### src/design/sccb_pkg.sv
// ----------------------------------------------------------------------------
// SCCB register master package
// Transaction types, operation codes and register map shared by the design.
// ----------------------------------------------------------------------------
`default_nettype none

package sccb_pkg;

	// Width of the pin hold counter
	localparam int HOLD_W = 16;

	// APB address width: three 32-bit registers at byte offsets 0, 4, 8
	localparam int PADDR_W = 4;

	// Operation codes carried by a request
	localparam logic [1:0] OP_NONE  = 2'd0;
	localparam logic [1:0] OP_WRITE = 2'd1;
	localparam logic [1:0] OP_READ  = 2'd2;

	// Register indexes (paddr[3:2])
	localparam logic [1:0] REG_DEV_WR = 2'd0;
	localparam logic [1:0] REG_DEV_RD = 2'd1;
	localparam logic [1:0] REG_HALF   = 2'd2;

	// Byte slots sent on the bus
	localparam logic [1:0] BYTE_DEV_WR = 2'd0;
	localparam logic [1:0] BYTE_REG    = 2'd1;
	localparam logic [1:0] BYTE_DATA   = 2'd2;
	localparam logic [1:0] BYTE_DEV_RD = 2'd3;

	// Reset values of the configuration registers
	localparam logic [7:0]        DEV_WR_RESET = 8'h42;
	localparam logic [7:0]        DEV_RD_RESET = 8'h43;
	localparam logic [HOLD_W-1:0] HALF_RESET   = 16'd5000;

	// Value read back on a nack during a read
	localparam logic [7:0] NACK_READ_BYTE = 8'hFF;

	// One clock tick of request
	typedef struct packed {
		logic [1:0] operation;
		logic [7:0] target_reg;
		logic [7:0] write_data;
		logic       sda_in;
	} sccb_req_t;

	// Pin levels and status after one tick
	typedef struct packed {
		logic       scl_out;
		logic       sda_out;
		logic       sda_drive;
		logic       busy_res;
		logic       done_res;
		logic       status;
		logic [7:0] read_data;
	} sccb_res_t;

endpackage

`default_nettype wire

### src/design/sccb_register_master.sv
// ----------------------------------------------------------------------------
// SCCB register master
// Camera register write/read sequencer; each request transaction is one tick
// of bus timing and yields one transaction of pin levels and status.
// ----------------------------------------------------------------------------
//
//  channel | direction | handshake          | payload
//  --------+-----------+--------------------+---------------------------
//  req     | in        | req_valid/req_stall | sccb_req_t (tick inputs)
//  res     | out       | res_valid/res_stall | sccb_res_t (pins, status)
//  apb     | in/out    | psel/penable/pready | 32-bit config registers
//
// One request transaction is taken every cycle while the result channel is not
// stalled; its result is registered in the result register when it leaves the
// input register, and results keep request order.
// The sequencer state advances once per request, in the cycle it leaves the
// input register. Reset puts the bus lines high, the sequencer idle and the
// config registers at their defaults. A stalled result holds both stages;
// the input register takes a new transaction whenever it is empty or its
// content moves on.
`default_nettype none

module sccb_register_master (
	input  wire logic                         clk,
	input  wire logic                         arst_n,
	// request channel
	input  wire logic                         req_valid,
	output logic                              req_stall,
	input  wire sccb_pkg::sccb_req_t          req,
	// result channel
	output logic                              res_valid,
	input  wire logic                         res_stall,
	output sccb_pkg::sccb_res_t               res,
	// configuration port
	input  wire logic                         psel,
	input  wire logic                         penable,
	input  wire logic                         pwrite,
	input  wire logic [sccb_pkg::PADDR_W-1:0] paddr,
	input  wire logic [31:0]                  pwdata,
	output logic [31:0]                       prdata,
	output logic                              pready
);

	typedef enum logic [4:0] {
		S_IDLE      = 5'd0,
		S_ST_SDA_H  = 5'd1,
		S_ST_SCL_H  = 5'd2,
		S_ST_SDA_L  = 5'd3,
		S_ST_SCL_L  = 5'd4,
		S_TX_SDA    = 5'd5,
		S_TX_SCL_H  = 5'd6,
		S_TX_SCL_L  = 5'd7,
		S_ACK_SCL_H = 5'd8,
		S_ACK_SCL_L = 5'd9,
		S_SP_SDA_L  = 5'd10,
		S_SP_SCL_H  = 5'd11,
		S_SP_SDA_H  = 5'd12,
		S_SP_END    = 5'd13,
		S_RX_SCL_H  = 5'd14,
		S_RX_SCL_L  = 5'd15,
		S_NA_SDA_H  = 5'd16,
		S_NA_SCL_H  = 5'd17,
		S_NA_SCL_L  = 5'd18,
		S_NA_SDA_L  = 5'd19
	} step_t;

	// Configuration registers
	logic [7:0]                  dev_wr_q;
	logic [7:0]                  dev_rd_q;
	logic [sccb_pkg::HOLD_W-1:0] half_q;

	// Sequencer state
	step_t                       step_q,    step_n;
	logic [sccb_pkg::HOLD_W-1:0] hold_q,    hold_n;
	logic [3:0]                  bitcnt_q,  bitcnt_n;
	logic [1:0]                  byteidx_q, byteidx_n;
	logic [7:0]                  shift_q,   shift_n;
	logic                        is_read_q, is_read_n;
	logic [7:0]                  capt_q,    capt_n;
	logic                        nack_q,    nack_n;
	logic                        scl_q,     scl_n;
	logic                        sda_q,     sda_n;
	logic                        drive_q,   drive_n;
	logic [7:0]                  reg_lat_q, reg_lat_n;
	logic [7:0]                  dat_lat_q, dat_lat_n;
	logic                        done_n;

	// Pipeline
	logic                  valid_s1;
	sccb_pkg::sccb_req_t   req_s1;
	logic                  valid_s2;
	sccb_pkg::sccb_res_t   res_s2;
	logic                  advance;
	logic                  cfg_wr;
	logic [sccb_pkg::HOLD_W-1:0] arm_val;

	// Byte to send for a given slot
	function automatic logic [7:0] pick_byte(
		input logic [1:0] idx,
		input logic [7:0] dev_wr,
		input logic [7:0] reg_lat,
		input logic [7:0] dat_lat,
		input logic [7:0] dev_rd
	);
		logic [7:0] b;
		case (idx)
			sccb_pkg::BYTE_DEV_WR: b = dev_wr;
			sccb_pkg::BYTE_REG:    b = reg_lat;
			sccb_pkg::BYTE_DATA:   b = dat_lat;
			default:               b = dev_rd;
		endcase
		return b;
	endfunction

	// Handshake: the result stage moves when empty or taken
	assign advance   = !valid_s2 || !res_stall;
	assign req_stall = valid_s1 && !advance;
	assign res_valid = valid_s2;
	assign res       = res_s2;

	// APB access
	assign pready = 1'b1;
	assign cfg_wr = psel && penable && pwrite;

	always_comb begin
		case (paddr[3:2])
			sccb_pkg::REG_DEV_WR: prdata = {24'd0, dev_wr_q};
			sccb_pkg::REG_DEV_RD: prdata = {24'd0, dev_rd_q};
			sccb_pkg::REG_HALF:   prdata = {16'd0, half_q};
			default:              prdata = 32'd0;
		endcase
	end

	always_ff @(posedge clk or negedge arst_n) begin
		if (!arst_n) begin
			dev_wr_q <= sccb_pkg::DEV_WR_RESET;
			dev_rd_q <= sccb_pkg::DEV_RD_RESET;
			half_q   <= sccb_pkg::HALF_RESET;
		end else if (cfg_wr) begin
			case (paddr[3:2])
				sccb_pkg::REG_DEV_WR: dev_wr_q <= pwdata[7:0];
				sccb_pkg::REG_DEV_RD: dev_rd_q <= pwdata[7:0];
				sccb_pkg::REG_HALF:   half_q   <= pwdata[sccb_pkg::HOLD_W-1:0];
				default: ;
			endcase
		end
	end

	// Hold count reloaded on every pin action; zero acts as one
	assign arm_val = (half_q == '0) ? '0 : half_q - 1'b1;

	// Next sequencer state for the tick in stage 1
	always_comb begin
		step_n    = step_q;
		hold_n    = hold_q;
		bitcnt_n  = bitcnt_q;
		byteidx_n = byteidx_q;
		shift_n   = shift_q;
		is_read_n = is_read_q;
		capt_n    = capt_q;
		nack_n    = nack_q;
		scl_n     = scl_q;
		sda_n     = sda_q;
		drive_n   = drive_q;
		reg_lat_n = reg_lat_q;
		dat_lat_n = dat_lat_q;
		done_n    = 1'b0;

		if (hold_q != '0) begin
			hold_n = hold_q - 1'b1;
		end else begin
			case (step_q)
				S_IDLE: begin
					if (req_s1.operation == sccb_pkg::OP_WRITE ||
					    req_s1.operation == sccb_pkg::OP_READ) begin
						is_read_n = (req_s1.operation == sccb_pkg::OP_READ);
						reg_lat_n = req_s1.target_reg;
						dat_lat_n = req_s1.write_data;
						nack_n    = 1'b0;
						byteidx_n = sccb_pkg::BYTE_DEV_WR;
						bitcnt_n  = 4'd0;
						sda_n     = 1'b1;
						hold_n    = arm_val;
						step_n    = S_ST_SCL_H;
					end
				end
				// start condition
				S_ST_SDA_H: begin
					sda_n = 1'b1; hold_n = arm_val; step_n = S_ST_SCL_H;
				end
				S_ST_SCL_H: begin
					scl_n = 1'b1; hold_n = arm_val; step_n = S_ST_SDA_L;
				end
				S_ST_SDA_L: begin
					sda_n = 1'b0; hold_n = arm_val; step_n = S_ST_SCL_L;
				end
				S_ST_SCL_L: begin
					scl_n    = 1'b0;
					hold_n   = arm_val;
					shift_n  = pick_byte(byteidx_q, dev_wr_q, reg_lat_q, dat_lat_q,
						dev_rd_q);
					bitcnt_n = 4'd0;
					step_n   = S_TX_SDA;
				end
				// byte out, MSB first
				S_TX_SDA: begin
					sda_n = shift_q[7]; hold_n = arm_val; step_n = S_TX_SCL_H;
				end
				S_TX_SCL_H: begin
					scl_n = 1'b1; hold_n = arm_val; step_n = S_TX_SCL_L;
				end
				S_TX_SCL_L: begin
					scl_n    = 1'b0;
					hold_n   = arm_val;
					shift_n  = {shift_q[6:0], 1'b0};
					bitcnt_n = bitcnt_q + 4'd1;
					step_n   = (bitcnt_n >= 4'd8) ? S_ACK_SCL_H : S_TX_SDA;
				end
				// acknowledge slot
				S_ACK_SCL_H: begin
					drive_n = 1'b0; scl_n = 1'b1; hold_n = arm_val;
					step_n  = S_ACK_SCL_L;
				end
				S_ACK_SCL_L: begin
					scl_n   = 1'b0;
					hold_n  = arm_val;
					drive_n = 1'b1;
					if (req_s1.sda_in) begin
						nack_n = 1'b1;
						if (is_read_q) capt_n = sccb_pkg::NACK_READ_BYTE;
						step_n = S_SP_SDA_L;
					end else if (!is_read_q) begin
						if (byteidx_q < sccb_pkg::BYTE_DATA) begin
							byteidx_n = byteidx_q + 2'd1;
							shift_n   = pick_byte(byteidx_n, dev_wr_q, reg_lat_q,
								dat_lat_q, dev_rd_q);
							bitcnt_n  = 4'd0;
							step_n    = S_TX_SDA;
						end else begin
							step_n = S_SP_SDA_L;
						end
					end else if (byteidx_q == sccb_pkg::BYTE_DEV_WR) begin
						byteidx_n = sccb_pkg::BYTE_REG;
						shift_n   = reg_lat_q;
						bitcnt_n  = 4'd0;
						step_n    = S_TX_SDA;
					end else if (byteidx_q == sccb_pkg::BYTE_REG) begin
						step_n = S_SP_SDA_L;
					end else begin
						bitcnt_n = 4'd0;
						shift_n  = 8'd0;
						step_n   = S_RX_SCL_H;
					end
				end
				// byte in, sampled as SCL falls
				S_RX_SCL_H: begin
					drive_n = 1'b0; scl_n = 1'b1; hold_n = arm_val;
					step_n  = S_RX_SCL_L;
				end
				S_RX_SCL_L: begin
					shift_n  = {shift_q[6:0], req_s1.sda_in};
					scl_n    = 1'b0;
					hold_n   = arm_val;
					bitcnt_n = bitcnt_q + 4'd1;
					if (bitcnt_n >= 4'd8) begin
						drive_n = 1'b1;
						capt_n  = shift_n;
						step_n  = S_NA_SDA_H;
					end else begin
						step_n = S_RX_SCL_H;
					end
				end
				// master no-ack
				S_NA_SDA_H: begin
					sda_n = 1'b1; hold_n = arm_val; step_n = S_NA_SCL_H;
				end
				S_NA_SCL_H: begin
					scl_n = 1'b1; hold_n = arm_val; step_n = S_NA_SCL_L;
				end
				S_NA_SCL_L: begin
					scl_n = 1'b0; hold_n = arm_val; step_n = S_NA_SDA_L;
				end
				S_NA_SDA_L: begin
					sda_n = 1'b0; hold_n = arm_val; step_n = S_SP_SDA_L;
				end
				// stop condition
				S_SP_SDA_L: begin
					sda_n = 1'b0; hold_n = arm_val; step_n = S_SP_SCL_H;
				end
				S_SP_SCL_H: begin
					scl_n = 1'b1; hold_n = arm_val; step_n = S_SP_SDA_H;
				end
				S_SP_SDA_H: begin
					sda_n = 1'b1; hold_n = arm_val; step_n = S_SP_END;
				end
				S_SP_END: begin
					// read: after register select, restart with the read address
					if (is_read_q && !nack_q && byteidx_q == sccb_pkg::BYTE_REG) begin
						byteidx_n = sccb_pkg::BYTE_DEV_RD;
						sda_n     = 1'b1;
						hold_n    = arm_val;
						step_n    = S_ST_SCL_H;
					end else begin
						done_n = 1'b1;
						step_n = S_IDLE;
					end
				end
				default: begin
					step_n = S_IDLE;
				end
			endcase
		end
	end

	// Input register, sequencer state and result register
	always_ff @(posedge clk or negedge arst_n) begin
		if (!arst_n) begin
			valid_s1  <= 1'b0;
			valid_s2  <= 1'b0;
			step_q    <= S_IDLE;
			hold_q    <= '0;
			bitcnt_q  <= 4'd0;
			byteidx_q <= 2'd0;
			shift_q   <= 8'd0;
			is_read_q <= 1'b0;
			capt_q    <= 8'd0;
			nack_q    <= 1'b0;
			scl_q     <= 1'b1;
			sda_q     <= 1'b1;
			drive_q   <= 1'b1;
			reg_lat_q <= 8'd0;
			dat_lat_q <= 8'd0;
		end else begin
			if (!req_stall) begin
				valid_s1 <= req_valid;
			end
			if (advance) begin
				valid_s2 <= valid_s1;
			end
			if (valid_s1 && advance) begin
				step_q    <= step_n;
				hold_q    <= hold_n;
				bitcnt_q  <= bitcnt_n;
				byteidx_q <= byteidx_n;
				shift_q   <= shift_n;
				is_read_q <= is_read_n;
				capt_q    <= capt_n;
				nack_q    <= nack_n;
				scl_q     <= scl_n;
				sda_q     <= sda_n;
				drive_q   <= drive_n;
				reg_lat_q <= reg_lat_n;
				dat_lat_q <= dat_lat_n;
			end
		end
	end

	// Payload registers
	always_ff @(posedge clk) begin
		if (!req_stall && req_valid) begin
			req_s1 <= req;
		end
		if (valid_s1 && advance) begin
			res_s2.scl_out   <= scl_n;
			res_s2.sda_out   <= sda_n;
			res_s2.sda_drive <= drive_n;
			res_s2.busy_res  <= (step_n != S_IDLE);
			res_s2.done_res  <= done_n;
			res_s2.status    <= nack_n;
			res_s2.read_data <= capt_n;
		end
	end

endmodule

`default_nettype wire
### config.mk
export PLATFORM = sky130hd
export DESIGN_NAME = sccb_register_master
export DESIGN_NICKNAME = d
export VERILOG_FILES = /design/src/design/sccb_pkg.sv /design/src/design/sccb_register_master.sv
export SDC_FILE = /design/constraint.sdc
export NUM_CORES = 1
export LEC_CHECK = 0
export BUFFER_PORTS_ARGS = -buffer_cell sky130_fd_sc_hd__buf_2
export CAP_MARGIN = 10
export CORE_MARGIN = 5
export CORE_UTILIZATION = 50
export CTS_BUF_LIST = sky130_fd_sc_hd__clkbuf_4 sky130_fd_sc_hd__clkbuf_8 sky130_fd_sc_hd__clkbuf_16
export CTS_CLUSTER_DIAMETER = 40
export DETAILED_ROUTE_END_ITERATION = 10
export GPL_ROUTABILITY_DRIVEN = 0
export PLACE_DENSITY_LB_ADDON = 0.08
export SLEW_MARGIN = 20
export SYNTH_ARGS = -nofsm -noshare
export SYNTH_HDL_FRONTEND = slang
export SYNTH_SLANG_ARGS = --single-unit
### constraint.sdc
create_clock -name clk -period 2.22 [get_ports clk]
set_input_delay 0.444 -clock clk [delete_from_list [all_inputs] [get_ports clk]]
set_output_delay 0.444 -clock clk [all_outputs]
set_load 0.005 [all_outputs]
======== Word-level counts from Yosys, hierarchy flattened ========
Index checks and enable logic that the tools add are counted.
word-level totals
  register bits after elaboration ......... 131
  output and inout port bits .............. 49
operators by class
  add/subtract/negate cells ............... 4
  $lt $le $gt $ge ......................... 2
  equality and inequality tests ........... 35
  multiplexer cells ....................... 58
  bitwise logic cells ..................... 2
  reduce and logical (&&, ||, !) cells .... 41
operator list
  kind                     count
  $pmux W5 S20             1
  $pmux W16 S3             2
  $mux W8                  9
  $mux W16                 4
  $pmux W8 S3              2
  $eq A5 B4 Y1 const B     8
  $mux W4                  9
  $pmux W8 S4              1
  $sub A16 B1 Y16 const B  2
  $mux W5                  5
  $eq A5 B3 Y1 const B     4
  $eq A5 B5 Y1 const B     4
  $reduce_or A18 Y1        1
  $logic_not A16 Y1        1
  $pmux W4 S4              1
  $pmux W8 S2              1
  $reduce_bool A16 Y1      1
  $mux W2                  7
  $ne A3 B3 Y1 const B     4
  $reduce_bool A4 Y1       3
  $eq A5 B2 Y1 const B     2
  $mux W1                  10
  $eq A2 B1 Y1 const B     4
  $eq A2 B2 Y1 const B     4
  other kinds (29)         52

======== Logic depth before layout (Yosys ltp) ========
  word-level depth ........................ 8
  mapped depth ............................ 10

======== Worst setup path after synthesis ========
No wires, ideal clock.
  path kind ............................... reg2reg
  start ................................... reg byteidx_q[1]
  end ..................................... reg hold_q[4] (netlist name)
  setup time .............................. 132 ps
  arrival time ............................ 2149 ps
  data required time ...................... 2088 ps
  path slack .............................. -62 ps
  stages on the path, launching flop included .. 10
  path buffers ............................ 1
  period minus slack after synthesis ...... 2282 ps
  cell sequence ........................... dfrtp_1 inv_1 ha_1 buf_2 nand2_1 o2111ai_1 o221ai_1 a21o_1 or4_1 o2bb2ai_1
between the ends
  word-level cells in the longest chain between the ends .. 4
RTL lines
  item                         RTL line                     source
  start, declared              sccb_register_master.sv:76   logic [1:0] byteidx_q, byteidx_n;
  start signal, assigned       sccb_register_master.sv:344  byteidx_q <= byteidx_n;
  $eq A2 B1 Y1                 sccb_register_master.sv:298  if (is_read_q && !nack_q && byteidx_q == sccb_pkg::BYTE_REG) begin
  $logic_and A1 B1 Y1          sccb_register_master.sv:298
  $ne A3 B3 Y1 (no line)       n/a
  $reduce_and A4 Y1 (no line)  n/a
  end signal, assigned         sccb_register_master.sv:342  hold_q <= hold_n;
  end, declared                sccb_register_master.sv:74   logic [sccb_pkg::HOLD_W-1:0] hold_q, hold_n;
No other way between the ends.
A chain may end at the register's enable or synchronous reset.

======== Worst setup path after layout ========
  start ................................... reg byteidx_q[1]
  end ..................................... reg shift_q[5]
between the ends
  word-level cells in the longest chain between the ends .. 7
  elaborated cells on any way between the ends .. 18
  classes of those cells .................. add/sub: 1; order compare: 1; eq/ne: 6; mux: 7; reduce/logical: 3
RTL lines
  item                                  RTL line                     source
  $add A2 B1 Y2                         sccb_register_master.sv:234  byteidx_n = byteidx_q + 2'd1;
  $eq A2 B2 Y1 (tied with other cells)  sccb_register_master.sv:106  case (idx)
  $pmux W8 S3                           sccb_register_master.sv:106
  $mux W8                               sccb_register_master.sv:233  if (byteidx_q < sccb_pkg::BYTE_DATA) begin
  $mux W8                               sccb_register_master.sv:232  end else if (!is_read_q) begin
  $mux W8                               sccb_register_master.sv:228  if (req_s1.sda_in) begin
  $pmux W8 S4                           sccb_register_master.sv:172  case (step_q)
  end signal, assigned                  sccb_register_master.sv:345  shift_q <= shift_n;
  end, declared                         sccb_register_master.sv:77   logic [7:0] shift_q, shift_n;
Several ways; a longest one is shown, not always the timed one. The select of a mux whose other input is x is not followed.

==> results.md <==
* Maximum buffer depth of the clock tree at 2
* Initial Util at 50.6%
* Post-synthesis area per instance at 10.0 µm²
* Total of buffers placed on input and output ports at 75
* Result of the run: finished clean
* Buf+Inv Stages, Crit Path at 1
* Number of cells traversed by the worst hold path at 1
* Setup skew after layout at between 0.01 and 0.015 ns
* Multi-input logic area at 3670 µm²
* Summed area of non-filler cells in the final layout at 9020 µm²
* CTS clk-pin slew, worst paths at 0.06 ns
* Full die area at 17200 µm²
* Required arrival time at the worst endpoint at 2.52 ns
* Most frequent cells after synthesis: 85 x dfrtp_1, 76 x o21ai_0, 70 x nand2_1
* Most used flip-flop cell after synthesis: dfrtp_1
* Worst R2R Path Depth at 6
* Most used standard cell by instance count after synthesis: dfrtp_1
* Final WL at 18900 µm
* # nets final at 935
* Detailed-placement wirelength estimate at 13800 µm
* Wire length per cell at 17.8 µm
* Post-detailed-route DRC marker count at 0
* P&R area growth vs syn at 23.1%
* CTS sink cnt at between 100 and 150
* Cell Count, Final, Fillers Out at about 1100
* Number of global-route vias before repair at just under 6000
* Syn Inst Count at about 730
* YS warnings at 0
* Maximum number of pins on one net before global-route repair at 36
* H-tree levels at 4
* Clock tree root buffer cell: clkbuf_16
* Area used by sequential logic in the layout at 3460 µm²
* Worst path arrival time at 2.47 ns
* IO Pins at 111
* Fraction of layout cells with a size suffix above 1 at 32.0%
* Insertion delay to the later sink of the worst-skew pair at between 0.4 and 0.5 ns
* First-pass detailed-route iteration total at 7
* Antenna violation net count after detailed routing at 0
* Max cap viols at 0
* Beginning of the worst register-to-register path: byteidx_q[1]
* Crit end category: flop
* Cell area after synthesis at 7330 µm²
* Remaining Overflow, GRT at 0
* Fill count at approximately 1200
* CTS tree: done
* Number of vias in the routed layout at 6221
* Number of different library cells in the post-synthesis netlist at 74
* Final Setup Violations at 0
* Post-synthesis async set-or-reset flop share at 74.8%
* Max Slew Vio Count at 0
* Measured slew at the worst slew-check pin at 0.580 ns
* Worst Setup Path Type: flop to flop
* Wire length of the first global-routing pass at 30300 µm
* Placed cell areas at 8300 µm²
* Die H at roughly 130 µm
* Cell family with the largest share of critical-path delay: compound AO/OA/AOI/OAI gates
* Headroom to the max-slew limit at between 60 and 70%
* Period Utilization, post-route at 97.8%
* Number of antenna violations at the first check in global routing at 2
* Post-layout minimum cycle time at 2.17 ns
* Iteration-0 DRC count of the detailed router at 484
* Crit path launch type: flop
* Sequential cell area fraction in the yosys report at a little under half
* Share of the synthesized area in the top cell type at 29.0%
* F_max at 0.460 GHz
* List of cells traversed by the critical path: buf_4, ha_1, a222oi_1, o21ai_0, a221o_1, mux2_1
* Critical path peak fanout at 8
* Num rows at 44
* Top area cells in the synthesized netlist: dfrtp_1 29%, edfxtp_1 14%, o21ai_0 5.2%
* Startpoint of the tightest hold check path: req[8]
* Crit Reg-Reg Endpoint: shift_q[5]
* Slowest cell on the critical path: a222oi_1
* Type of the tightest min-delay check: primary input to flop
* Capture endpoint of the worst hold path: req_s1[8]
* Number of buffers created by CTS at 17
* Die Span X at 131 µm
* Top cell type by total area after synthesis: dfrtp_1
* Flop and latch count out of synthesis at 131
* Total count of hold-check failures in the final report at 0
* Max stage delay on crit path at 0.40 ns
* Total routing resource utilization after global routing at 22.6%
* Dpl cells at 1023
* Power Dens Cells at 774 nW/µm²
* Worst ir drop on vdd at 595 µV
* R2r setup slk at 0.05 ns
* Ratio of routed vias to standard cells at 5.86
* Reported leakage power at just under 4 nW
* EDFF count, synth at 33
* Core Footprint at 14500 µm²
-- sequential cells by signal (all words and copies together), names as in the netlist, 2 cells and up --
name	flops
req_s1	19
half_q	16
hold_q	16
res	14
capt_q	8
dat_lat_q	8
dev_rd_q	8
dev_wr_q	8
reg_lat_q	8
shift_q	8
step_q	5
bitcnt_q	4
byteidx_q	2
-- report_power, final --
| group | total [mW] | switching, mW | internal, mW |
|---|---|---|---|
| Combinational | 1.17 | 0.581 | 0.593 |
| Clock | 2.68 | 1.06 | 1.62 |
| Sequential | 3.13 | 0.326 | 2.81 |
-- layout make-up --
class	instances	share of cell area, %
antenna	2	0.0555
clock buffer	22	5.59
clock inverter	10	0.818
inverter	16	0.666
multi-input combinational	540	40.7
sequential	131	38.3
tap	184	2.55
timing repair buffer	156	11.3
-- cells by family (layout without fill, tap and decap cells) --
logic type / Yosys count / in the layout / share of synthesized area (%)
simple gates: 227 / 227 / 15.6
buf+inv: 75 / 204 / 5.11
fa+ha+maj: 11 / 11 / 1.88
mux: 69 / 69 / 10.9
flops: 131 / 131 / 47.2
other cells: 2 / 19 / 0.102
compound gates: 203 / 203 / 17.6
xor+xnor: 13 / 13 / 1.55
-- worst max-delay path by stage --
stage,from,end,depth (start not counted)
2_1_floorplan,half_q[0],hold_q[14],8
6_report,byteidx_q[1],shift_q[5],6
5_1_grt,byteidx_q[0],shift_q[7],7
4_1_cts,hold_q[11],dat_lat_q[4],6
3_5_place_dp,byteidx_q[0],res[10],8
3_3_place_gp,step_q[2],byteidx_q[0],8
-- per-stage QoR --
step                setup slack (ns)  utilization [%]  setup TNS [ns]  hold WS, ns  power, mW
CTS                           0.0122             61.6               0        0.177       7.01
global placement             -0.0366             57.3         -0.0410        0.391       4.24
floorplan                     0.0465                -               0        0.148       3.74
global route                 -0.0124             62.3         -0.0197        0.175       7.31
detailed placement           -0.0265             57.3         -0.0710        0.392       4.30
finish                        0.0479             62.3               0        0.191       6.98
-- metal layers --
layer / GRT usage, % / vias up / wire length, µm
met3: 4.62 / 46 / 966
li1: - / 2920 / -
met2: 35.3 / 221 / 9070
met5: 0 / - / 0
met4: 10.4 / 0 / 614
met1: 30.5 / 3034 / 8230
-- timing repair --
item,4_1_cts,5_1_grt
buffers inserted,1,2
resized for setup,5,25
pin swaps,2,6
setup endpoints to repair,14,54
endpoints found under the hold margin,23,0
hold buffers,1,0
-- placed cells by master (no fill, tap or decap), types with 8 or more instances in the layout --
| cell type | count |
|---|---|
| a221oi_1 | 8 |
| dfstp_2 | 13 |
| conb_1 | 17 |
| nor3_1 | 12 |
| mux2_1 | 15 |
| clkbuf_16 | 19 |
| mux2_4 | 10 |
| nor2b_1 | 10 |
| buf_2 | 74 |
| nand2b_1 | 10 |
| inv_1 | 14 |
| dfrtp_1 | 85 |
| nand2_1 | 69 |
| o21ai_0 | 75 |
| nand3_1 | 12 |
| mux2i_1 | 11 |
| a222oi_1 | 8 |
| buf_4 | 78 |
| o2bb2ai_1 | 10 |
| a21oi_1 | 43 |
| and2_1 | 12 |
| edfxtp_1 | 33 |
| mux2_2 | 33 |
| nor2_1 | 56 |
Note: power is estimated with default switching activity, not from simulation.
